<file path="src/sv/mhw_pkg.sv">
package mhw_pkg;

  localparam int NUM_CORES = 4;
  localparam int CORE_W    = 3;
  localparam int OP_W      = 3;
  localparam int TIME_W    = 32;
  localparam int MASK_W    = 8;
  localparam int ADDR_W    = 4;
  localparam int REG_IDX_W = 2;
  localparam int IN_DATA_W  = 8;
  localparam int OUT_DATA_W = 24;

  localparam logic [TIME_W-1:0] U32_MAX = '1;

  localparam logic [OP_W-1:0] OP_MS_TICK   = 3'd0;
  localparam logic [OP_W-1:0] OP_CHECK_IN  = 3'd1;
  localparam logic [OP_W-1:0] OP_HARD_TICK = 3'd2;
  localparam logic [OP_W-1:0] OP_WDT_IRQ   = 3'd3;
  localparam logic [OP_W-1:0] OP_STOP      = 3'd4;

  localparam logic [REG_IDX_W-1:0] REG_BIND_THR  = 2'd0;
  localparam logic [REG_IDX_W-1:0] REG_STALL_THR = 2'd1;
  localparam logic [REG_IDX_W-1:0] REG_IRQ_PRES  = 2'd2;

  localparam logic [TIME_W-1:0] BIND_THR_RESET  = 32'd24000;
  localparam logic [TIME_W-1:0] STALL_THR_RESET = 32'd25500;

  typedef struct packed {
    logic [TIME_W-1:0] bind_threshold_ms;
    logic [TIME_W-1:0] stall_threshold_ms;
    logic              irq_present;
  } cfg_t;

  typedef struct packed {
    logic              force_reset;
    logic [MASK_W-1:0] hard_overdue;
    logic [MASK_W-1:0] soft_overdue;
    logic              stall_report;
    logic [CORE_W-1:0] bind_core;
    logic              bind_valid;
    logic              kick;
  } result_t;

endpackage

</file>
<file path="src/sv/mhw_cfg.sv">
module mhw_cfg (
  input  logic                       clk,
  input  logic                       rst,
  input  logic                       psel,
  input  logic                       penable,
  input  logic                       pwrite,
  input  logic [mhw_pkg::ADDR_W-1:0] paddr,
  input  logic [31:0]                pwdata,
  output logic [31:0]                prdata,
  output logic                       pready,
  output mhw_pkg::cfg_t              cfg
);

  logic [mhw_pkg::REG_IDX_W-1:0] reg_idx;
  logic                          wr_en;

  assign reg_idx = paddr[mhw_pkg::ADDR_W-1:2];
  assign pready  = 1'b1;
  assign wr_en   = psel && penable && pwrite;

  always_ff @(posedge clk) begin
    if (rst) begin
      cfg.bind_threshold_ms  <= mhw_pkg::BIND_THR_RESET;
      cfg.stall_threshold_ms <= mhw_pkg::STALL_THR_RESET;
      cfg.irq_present        <= 1'b1;
    end else if (wr_en) begin
      case (reg_idx)
        mhw_pkg::REG_BIND_THR:  cfg.bind_threshold_ms  <= pwdata;
        mhw_pkg::REG_STALL_THR: cfg.stall_threshold_ms <= pwdata;
        mhw_pkg::REG_IRQ_PRES:  cfg.irq_present        <= pwdata[0];
        default: ;
      endcase
    end
  end

  always_comb begin
    case (reg_idx)
      mhw_pkg::REG_BIND_THR:  prdata = cfg.bind_threshold_ms;
      mhw_pkg::REG_STALL_THR: prdata = cfg.stall_threshold_ms;
      mhw_pkg::REG_IRQ_PRES:  prdata = {31'd0, cfg.irq_present};
      default:                prdata = 32'd0;
    endcase
  end

endmodule

</file>
<file path="src/sv/mhw_core.sv">
module mhw_core (
  input  logic                       clk,
  input  logic                       rst,
  input  mhw_pkg::cfg_t              cfg,
  input  logic                       fire,
  input  logic [mhw_pkg::OP_W-1:0]   opcode,
  input  logic [mhw_pkg::CORE_W-1:0] core_index,
  output mhw_pkg::result_t           res
);

  localparam int NC = mhw_pkg::NUM_CORES;
  localparam int TW = mhw_pkg::TIME_W;

  logic [TW-1:0]            elapsed_ms, elapsed_ms_next;
  logic [NC-1:0]            alive_mask, alive_mask_next;
  logic [TW-1:0]            soft_last [NC];
  logic [TW-1:0]            soft_last_next [NC];
  logic [TW-1:0]            hard_last [NC];
  logic [TW-1:0]            hard_last_next [NC];
  logic                     stopped, stopped_next;
  logic [mhw_pkg::CORE_W-1:0] irq_core, irq_core_next;

  logic                     core_ok;
  logic [NC-1:0]            sel;
  logic [NC-1:0]            alive_set;
  logic [TW-1:0]            oldest;
  logic [TW-1:0]            age;
  logic [TW-1:0]            hard_eff [NC];
  logic [mhw_pkg::MASK_W-1:0] soft_mask, hard_mask;
  logic                     do_report;

  function automatic logic [TW-1:0] age_of(input logic [TW-1:0] now,
                                           input logic [TW-1:0] last);
    age_of = (now >= last) ? (now - last) : '0;
  endfunction

  assign core_ok = ({1'b0, core_index} < (mhw_pkg::CORE_W+1)'(NC));

  always_comb begin
    for (int i = 0; i < NC; i++) begin
      sel[i] = core_ok && (core_index == mhw_pkg::CORE_W'(i));
    end
  end

  always_comb begin
    oldest = mhw_pkg::U32_MAX;
    for (int i = 0; i < NC; i++) begin
      if (soft_last[i] < oldest) oldest = soft_last[i];
    end
    age = age_of(elapsed_ms, oldest);
  end

  always_comb begin
    soft_mask = '0;
    hard_mask = '0;
    for (int i = 0; i < NC; i++) begin
      hard_eff[i] = (opcode == mhw_pkg::OP_HARD_TICK && sel[i]) ? elapsed_ms : hard_last[i];
      soft_mask[i] = age_of(elapsed_ms, soft_last[i]) >= cfg.stall_threshold_ms;
      hard_mask[i] = age_of(elapsed_ms, hard_eff[i]) >= cfg.stall_threshold_ms;
    end
  end

  assign alive_set = alive_mask | sel;

  always_comb begin
    elapsed_ms_next = elapsed_ms;
    alive_mask_next = alive_mask;
    soft_last_next  = soft_last;
    hard_last_next  = hard_last;
    stopped_next    = stopped;
    irq_core_next   = irq_core;
    do_report       = 1'b0;
    res             = '0;
    if (!stopped) begin
      case (opcode)
        mhw_pkg::OP_MS_TICK: begin
          if (elapsed_ms != mhw_pkg::U32_MAX) elapsed_ms_next = elapsed_ms + 1'b1;
        end
        mhw_pkg::OP_CHECK_IN: begin
          if (core_ok) begin
            if (&alive_set) begin
              alive_mask_next = '0;
              elapsed_ms_next = '0;
              for (int i = 0; i < NC; i++) begin
                soft_last_next[i] = '0;
                hard_last_next[i] = '0;
              end
              res.kick = 1'b1;
            end else begin
              alive_mask_next = alive_set;
              for (int i = 0; i < NC; i++) begin
                if (sel[i]) soft_last_next[i] = elapsed_ms;
              end
            end
          end
        end
        mhw_pkg::OP_HARD_TICK: begin
          if (core_ok) begin
            hard_last_next = hard_eff;
            if (age >= cfg.bind_threshold_ms && cfg.irq_present && irq_core != core_index) begin
              irq_core_next  = core_index;
              res.bind_valid = 1'b1;
            end
            if (!cfg.irq_present && age >= cfg.stall_threshold_ms) do_report = 1'b1;
          end
        end
        mhw_pkg::OP_WDT_IRQ: begin
          if (cfg.irq_present) do_report = 1'b1;
        end
        mhw_pkg::OP_STOP: begin
          elapsed_ms_next = '0;
          stopped_next    = 1'b1;
          res.kick        = 1'b1;
        end
        default: ;
      endcase
    end
    if (do_report) begin
      stopped_next     = 1'b1;
      res.stall_report = 1'b1;
      res.soft_overdue = soft_mask;
      res.hard_overdue = hard_mask;
      res.force_reset  = 1'b1;
    end
    res.bind_core = irq_core_next;
  end

  always_ff @(posedge clk) begin
    if (rst) begin
      elapsed_ms <= '0;
      alive_mask <= '0;
      stopped    <= 1'b0;
      irq_core   <= '0;
      for (int i = 0; i < NC; i++) begin
        soft_last[i] <= '0;
        hard_last[i] <= '0;
      end
    end else if (fire) begin
      elapsed_ms <= elapsed_ms_next;
      alive_mask <= alive_mask_next;
      stopped    <= stopped_next;
      irq_core   <= irq_core_next;
      soft_last  <= soft_last_next;
      hard_last  <= hard_last_next;
    end
  end

endmodule

</file>
<file path="src/sv/multicore_heartbeat_watchdog.sv">
// Heartbeat supervisor for four cores, with core masks eight bits wide. Each
// request on the slave stream (opcode in tuser, core index in tdata) yields
// exactly one result on the master stream. A request is registered on entry,
// processed against the supervisor state in a single pass and its result
// registered on exit, so one request is taken every cycle when the master
// side is not stalled. Thresholds and the interrupt presence flag sit on the
// APB port; the user must write them only while the stream is idle, and the
// block itself does not enforce this.
module multicore_heartbeat_watchdog (
  input  logic                           clk,
  input  logic                           rst,
  input  logic                           s_tvalid,
  output logic                           s_tready,
  input  logic [mhw_pkg::IN_DATA_W-1:0]  s_tdata,  // [2:0] core_index
  input  logic [mhw_pkg::OP_W-1:0]       s_tuser,  // [2:0] opcode
  output logic                           m_tvalid,
  input  logic                           m_tready,
  // [0] kick, [1] bind_valid, [4:2] bind_core, [5] stall_report,
  // [13:6] soft_overdue, [21:14] hard_overdue, [22] force_reset
  output logic [mhw_pkg::OUT_DATA_W-1:0] m_tdata,
  input  logic                           psel,
  input  logic                           penable,
  input  logic                           pwrite,
  input  logic [mhw_pkg::ADDR_W-1:0]     paddr,
  input  logic [31:0]                    pwdata,
  output logic [31:0]                    prdata,
  output logic                           pready
);

  mhw_pkg::cfg_t               cfg;
  mhw_pkg::result_t            res;
  logic                        in_valid;
  logic [mhw_pkg::OP_W-1:0]    in_opcode;
  logic [mhw_pkg::CORE_W-1:0]  in_core;
  logic                        advance;
  logic                        fire;

  assign advance  = !m_tvalid || m_tready;
  assign fire     = in_valid && advance;
  assign s_tready = !in_valid || advance;

  mhw_cfg u_cfg (
    .clk     (clk),
    .rst     (rst),
    .psel    (psel),
    .penable (penable),
    .pwrite  (pwrite),
    .paddr   (paddr),
    .pwdata  (pwdata),
    .prdata  (prdata),
    .pready  (pready),
    .cfg     (cfg)
  );

  mhw_core u_core (
    .clk        (clk),
    .rst        (rst),
    .cfg        (cfg),
    .fire       (fire),
    .opcode     (in_opcode),
    .core_index (in_core),
    .res        (res)
  );

  // hold the request until the core stage takes it
  always_ff @(posedge clk) begin
    if (rst) begin
      in_valid <= 1'b0;
    end else if (s_tready) begin
      in_valid <= s_tvalid;
    end
  end

  always_ff @(posedge clk) begin
    if (s_tready && s_tvalid) begin
      in_opcode <= s_tuser;
      in_core   <= s_tdata[mhw_pkg::CORE_W-1:0];
    end
  end

  always_ff @(posedge clk) begin
    if (rst) begin
      m_tvalid <= 1'b0;
    end else if (advance) begin
      m_tvalid <= in_valid;
    end
  end

  always_ff @(posedge clk) begin
    if (fire) begin
      m_tdata <= {1'b0, res};
    end
  end

endmodule

</file>
<file path="config.mk">
export PLATFORM = sky130hd
export DESIGN_NAME = multicore_heartbeat_watchdog
export DESIGN_NICKNAME = d
export VERILOG_FILES = /design/src/sv/mhw_pkg.sv /design/src/sv/mhw_cfg.sv /design/src/sv/mhw_core.sv /design/src/sv/multicore_heartbeat_watchdog.sv
export SDC_FILE = /design/constraint.sdc
export NUM_CORES = 2
export LEC_CHECK = 0
export ABC_AREA = 1
export BUFFER_PORTS_ARGS = -buffer_cell sky130_fd_sc_hd__buf_2
export CAP_MARGIN = 5
export CORE_ASPECT_RATIO = 2
export CORE_MARGIN = 4
export CORE_UTILIZATION = 35
export CTS_BUF_LIST = sky130_fd_sc_hd__clkbuf_4 sky130_fd_sc_hd__clkbuf_8 sky130_fd_sc_hd__clkbuf_16
export DETAILED_ROUTE_END_ITERATION = 8
export SLEW_MARGIN = 40
export SYNTH_ARGS = -nofsm -noshare
export SYNTH_HDL_FRONTEND = slang
export SYNTH_SLANG_ARGS = --single-unit
</file>
<file path="constraint.sdc">
create_clock -name clk -period 28.3 [get_ports clk]
set_input_delay 1.415 -clock clk [delete_from_list [all_inputs] [get_ports clk]]
set_output_delay 1.415 -clock clk [all_outputs]
set_load 0.02 [all_outputs]
</file>
==> results.txt <==
The final-report setup violation count is 0. The first global-routing pass estimated between 200 and 250 mm of wire. The number of buffers inserted by hold repair at cts is 0. The clock root buffer is sky130_fd_sc_hd__clkbuf_16. For the worst setup path, the data required time is roughly 29000 ps. Summed over all layers, the global routing overflow is 0. The number of antenna violations at the first check in global routing was 3. The largest individual stage delay along the critical path comes from the cell sky130_fd_sc_hd__nand2_2.

The total power divided by cell area came out at a little under 60 nW/um^2. The total CTS buffers is 42. On the final layout, the worst clock skew is around 35 ps. The pin slew with the least headroom to its limit is between 800 and 900 ps. The share of cells above drive strength 1 came out at under 10%. The clock-pin slew on the worst setup and hold paths came out at 70 ps. The register-to-register path setup slack is about 15000 ps. After synthesis the netlist holds a flip-flop and latch count of 383. The number of hold violations in the final report came to 0.

The number of buffers and inverters on the critical path is 4. The fraction of registers with async set/reset came out at 0%. The longest individual stage delay on the worst path came out at between 600 and 700 ps. In this run the static leakage power is 22.9 nW.

The largest net degree at the start of global routing is between 100 and 150. In this run the horizontal extent of the chip is between 200 and 250 um. After detailed routing, the average wire length per cell comes to between 15 and 20 um. The die span in y came out at between 400 and 500 um. Buffers added to address setup during post-CTS repair amount to 0. The die covers ~120000 um^2.

The clock latency reported for the late side of the worst-skew pair came out at approximately 630 ps. The maximum number of buffers from clock root to sink is 3. The final critical-path required period came out at between 10000 and 15000 ps. Dividing the synthesized area by the synthesized cell count gives 6.57 um^2. The number of max-slew violations in the final report is 0. The count of distinct cell types in the synthesized netlist came out at 63.

The effective utilization at floorplan came out at between 30% and 40%. Measured against its own limit, the worst slew margin works out to approximately two fifths. The area growth from synthesis to layout is 9.22%. The overall power after layout came out at 2.64 mW.

The count of port buffers added during placement came out at 95. The number of nets with antenna violations after routing is 0. The aggregate routed wire length came out at around 140 mm. The via density per instance came out at between 5 and 6.

The worst supply voltage drop on vdd is between 0.07 and 0.08 mV. Once detailed placement completed, the half-perimeter wirelength came to 113 mm. Setup repair after global routing left no endpoint under its margin. The number of nets at the end of the flow came out at 6975. The total number of vias came out at between 40000 and 50000. The post-cts sizing count is 0. The max-cap violation count is 0. The standard cell core area is 115000 um^2. The final worst-path cycle share is approximately 49%. The library cell used most frequently in the layout, excluding fill and tap cells, is sky130_fd_sc_hd__nand2_1.

The setup TNS came out at 0 ps. The first-pass detailed-route iteration total is 6. The worst hold path belongs to the class flip-flop to flip-flop. The achievable clock frequency came out at 72.5 MHz.

Global routing consumed, over all layers together, between 20 and 25% of the routing resources. The placement row count came out at between 150 and 200. The maximum fanout along the worst path came out at 63. The detailed router finished its first iteration with between 2000 and 2500 violations. The yosys synthesis warning count is 0.

The sequential cells in the finished layout cover a total of between 7000 and 8000 um^2. The via count of the first global-routing pass came out at just under 40000. After technology mapping, the gate count stands at about 6200. The clock net in this run drives a total of 383 sinks.

The number of levels the H-tree was split into came out at 2. The dominant register cell in the synthesized netlist is sky130_fd_sc_hd__dfxtp_1. In the layout the commonest cells are 1038 x sky130_fd_sc_hd__nand2_1, 873 x sky130_fd_sc_hd__a21oi_1, 823 x sky130_fd_sc_hd__inv_1, 696 x sky130_fd_sc_hd__ha_1, 690 x sky130_fd_sc_hd__o21ai_0. STA classifies the critical path endpoint as a flip-flop. The synthesized netlist occupies a cell area of 40700 um^2. The number of enable flip-flop cells after synthesis is 20. Pin placement for this block handled between 100 and 150 I/O pins. In the routed design, unresolved DRC markers number 0. In this design, the critical path's most frequently occurring cell is sky130_fd_sc_hd__nand2_1. STA classifies the critical path startpoint as a flip-flop. The run finished with clean final reports. Grouping stages by cell kind, the critical path spends the most delay in simple AND/OR/NAND/NOR gates. The filler cells instantiated in the layout total approximately 12000.

The final estimated routing congestion in global placement came out at around 0.95. TritonCTS built the clock tree. The share of the yosys chip area belonging to registers came out at 19.3%.

The start-to-end type of the worst setup path is flip-flop to flip-flop. The combined area of the multi-input logic cells came out at around 29000 um^2. Data arrives at the worst endpoint at ~14000 ps.
==> routing by layer <==
metal,track usage (%),wire [um],share of wire (%)
met1,22.7,52600,37
met2,42.2,73200,51
met3,1.91,4810,3.4
met4,14.9,11600,8.1
met5,0,0,0
==> flip-flops by register name, indices dropped and copies added, names as in the netlist <==
signal             count
u_core.elapsed_ms     32
u_core.hard_last     128
in_core                3
m_tvalid               1
in_valid               1
u_core.stopped         1
u_cfg.cfg             65
u_core.alive_mask      4
u_core.irq_core        3
u_core.soft_last     128
in_opcode              3
m_tdata               14
==> final timing paths <==
check,startpoint,to,cells after the start
hold reg to reg,u_core.hard_last[34],u_core.hard_last[34],2
setup / recovery,u_core.soft_last[127],u_core.irq_core[0],64
hold / removal,u_core.hard_last[34],u_core.hard_last[34],2
setup reg to reg,u_core.soft_last[127],u_core.irq_core[0],64
==> Yosys cell counts, types with 7 or more instances <==
cell                        count  area, um^2
sky130_fd_sc_hd__o21ai_1       24         120
sky130_fd_sc_hd__dfxtp_1      363        7270
sky130_fd_sc_hd__a41oi_1        9        78.8
sky130_fd_sc_hd__o31ai_1       12        90.1
sky130_fd_sc_hd__xor2_1        55         482
sky130_fd_sc_hd__a21oi_1      875        4380
sky130_fd_sc_hd__xnor2_1       65         569
sky130_fd_sc_hd__fa_1           9         180
sky130_fd_sc_hd__a2111oi_0      8        70.1
sky130_fd_sc_hd__ha_1         696        8710
sky130_fd_sc_hd__buf_2         11        55.1
sky130_fd_sc_hd__or2_2        120         751
sky130_fd_sc_hd__buf_4         14         105
sky130_fd_sc_hd__nand4_1       62         388
sky130_fd_sc_hd__a221oi_1       9        78.8
sky130_fd_sc_hd__a31oi_1       11        68.8
sky130_fd_sc_hd__nor3_1        55         275
sky130_fd_sc_hd__o21ai_0      690        3450
sky130_fd_sc_hd__nor4_1        15        93.8
sky130_fd_sc_hd__o22ai_1       31         194
sky130_fd_sc_hd__nand2_2        7        43.8
sky130_fd_sc_hd__o211ai_1      42         315
sky130_fd_sc_hd__o21a_1        23         173
sky130_fd_sc_hd__edfxtp_1      20         601
sky130_fd_sc_hd__a21o_1        30         225
sky130_fd_sc_hd__inv_1        828        3110
sky130_fd_sc_hd__nand2_1     1043        3920
sky130_fd_sc_hd__o221ai_1      31         272
sky130_fd_sc_hd__nand3_1      222        1110
sky130_fd_sc_hd__a211oi_1      41         308
sky130_fd_sc_hd__nor2_1       509        1910
sky130_fd_sc_hd__inv_2          9        33.8
sky130_fd_sc_hd__clkbuf_1     182         683
sky130_fd_sc_hd__o21bai_1      15         113
==> worst reg2reg max path, delay by kind of cell, from the launching register on <==
family,cells,cell delay [ps]
simple gates,39,7660
compound gates,16,3500
fa+ha+maj,5,1510
buf+inv,4,680
flops,1,340
==> cell type report <==
| class | instances | area share (%) |
|---|---|---|
| multi-input combinational | 4771 | 65.1 |
| inverter | 840 | 7.11 |
| antenna | 1 | 0.00562 |
| timing repair buffer | 178 | 2.49 |
| clock buffer | 60 | 2.82 |
| tap | 1513 | 4.25 |
| clock inverter | 16 | 0.512 |
| sequential | 383 | 17.7 |
==> report_power, final <==
group          internal [mW]  switching, mW  leakage [nW]
Clock                  0.356          0.261         0.745
Sequential             0.553        0.00404          3.12
Combinational          0.508          0.956          19.0
Total                   1.42           1.22          22.9
==> cells by family (layout without fill, tap and decap cells) <==
logic type | count (synthesis) | count (layout) | share of synthesized area (%)
fa+ha+maj | 705 | 705 | 21.8
simple gates | 2067 | 2067 | 21.6
flops | 383 | 383 | 19.3
xor+xnor | 120 | 120 | 2.58
other cells | 2 | 11 | 0.0184
buf+inv | 1051 | 1094 | 9.86
compound gates | 1869 | 1869 | 24.8
==> per-stage QoR <==
step                      util, %  hold slack, ps  std cells  instance area [um^2]  setup slack (ps)
final                        38.6             452       7762                 44500             14500
after global routing         38.6             470       7762                 44500             13400
after CTS                    38.6             453       7761                 44500             14830
after detailed placement     37.3             444       7685                 43000             14930
after global placement       37.2             439       7685                 43000             14640
after floorplan                 -             430       6205                 40800             18940
Note: power is estimated with default switching activity, not from simulation.
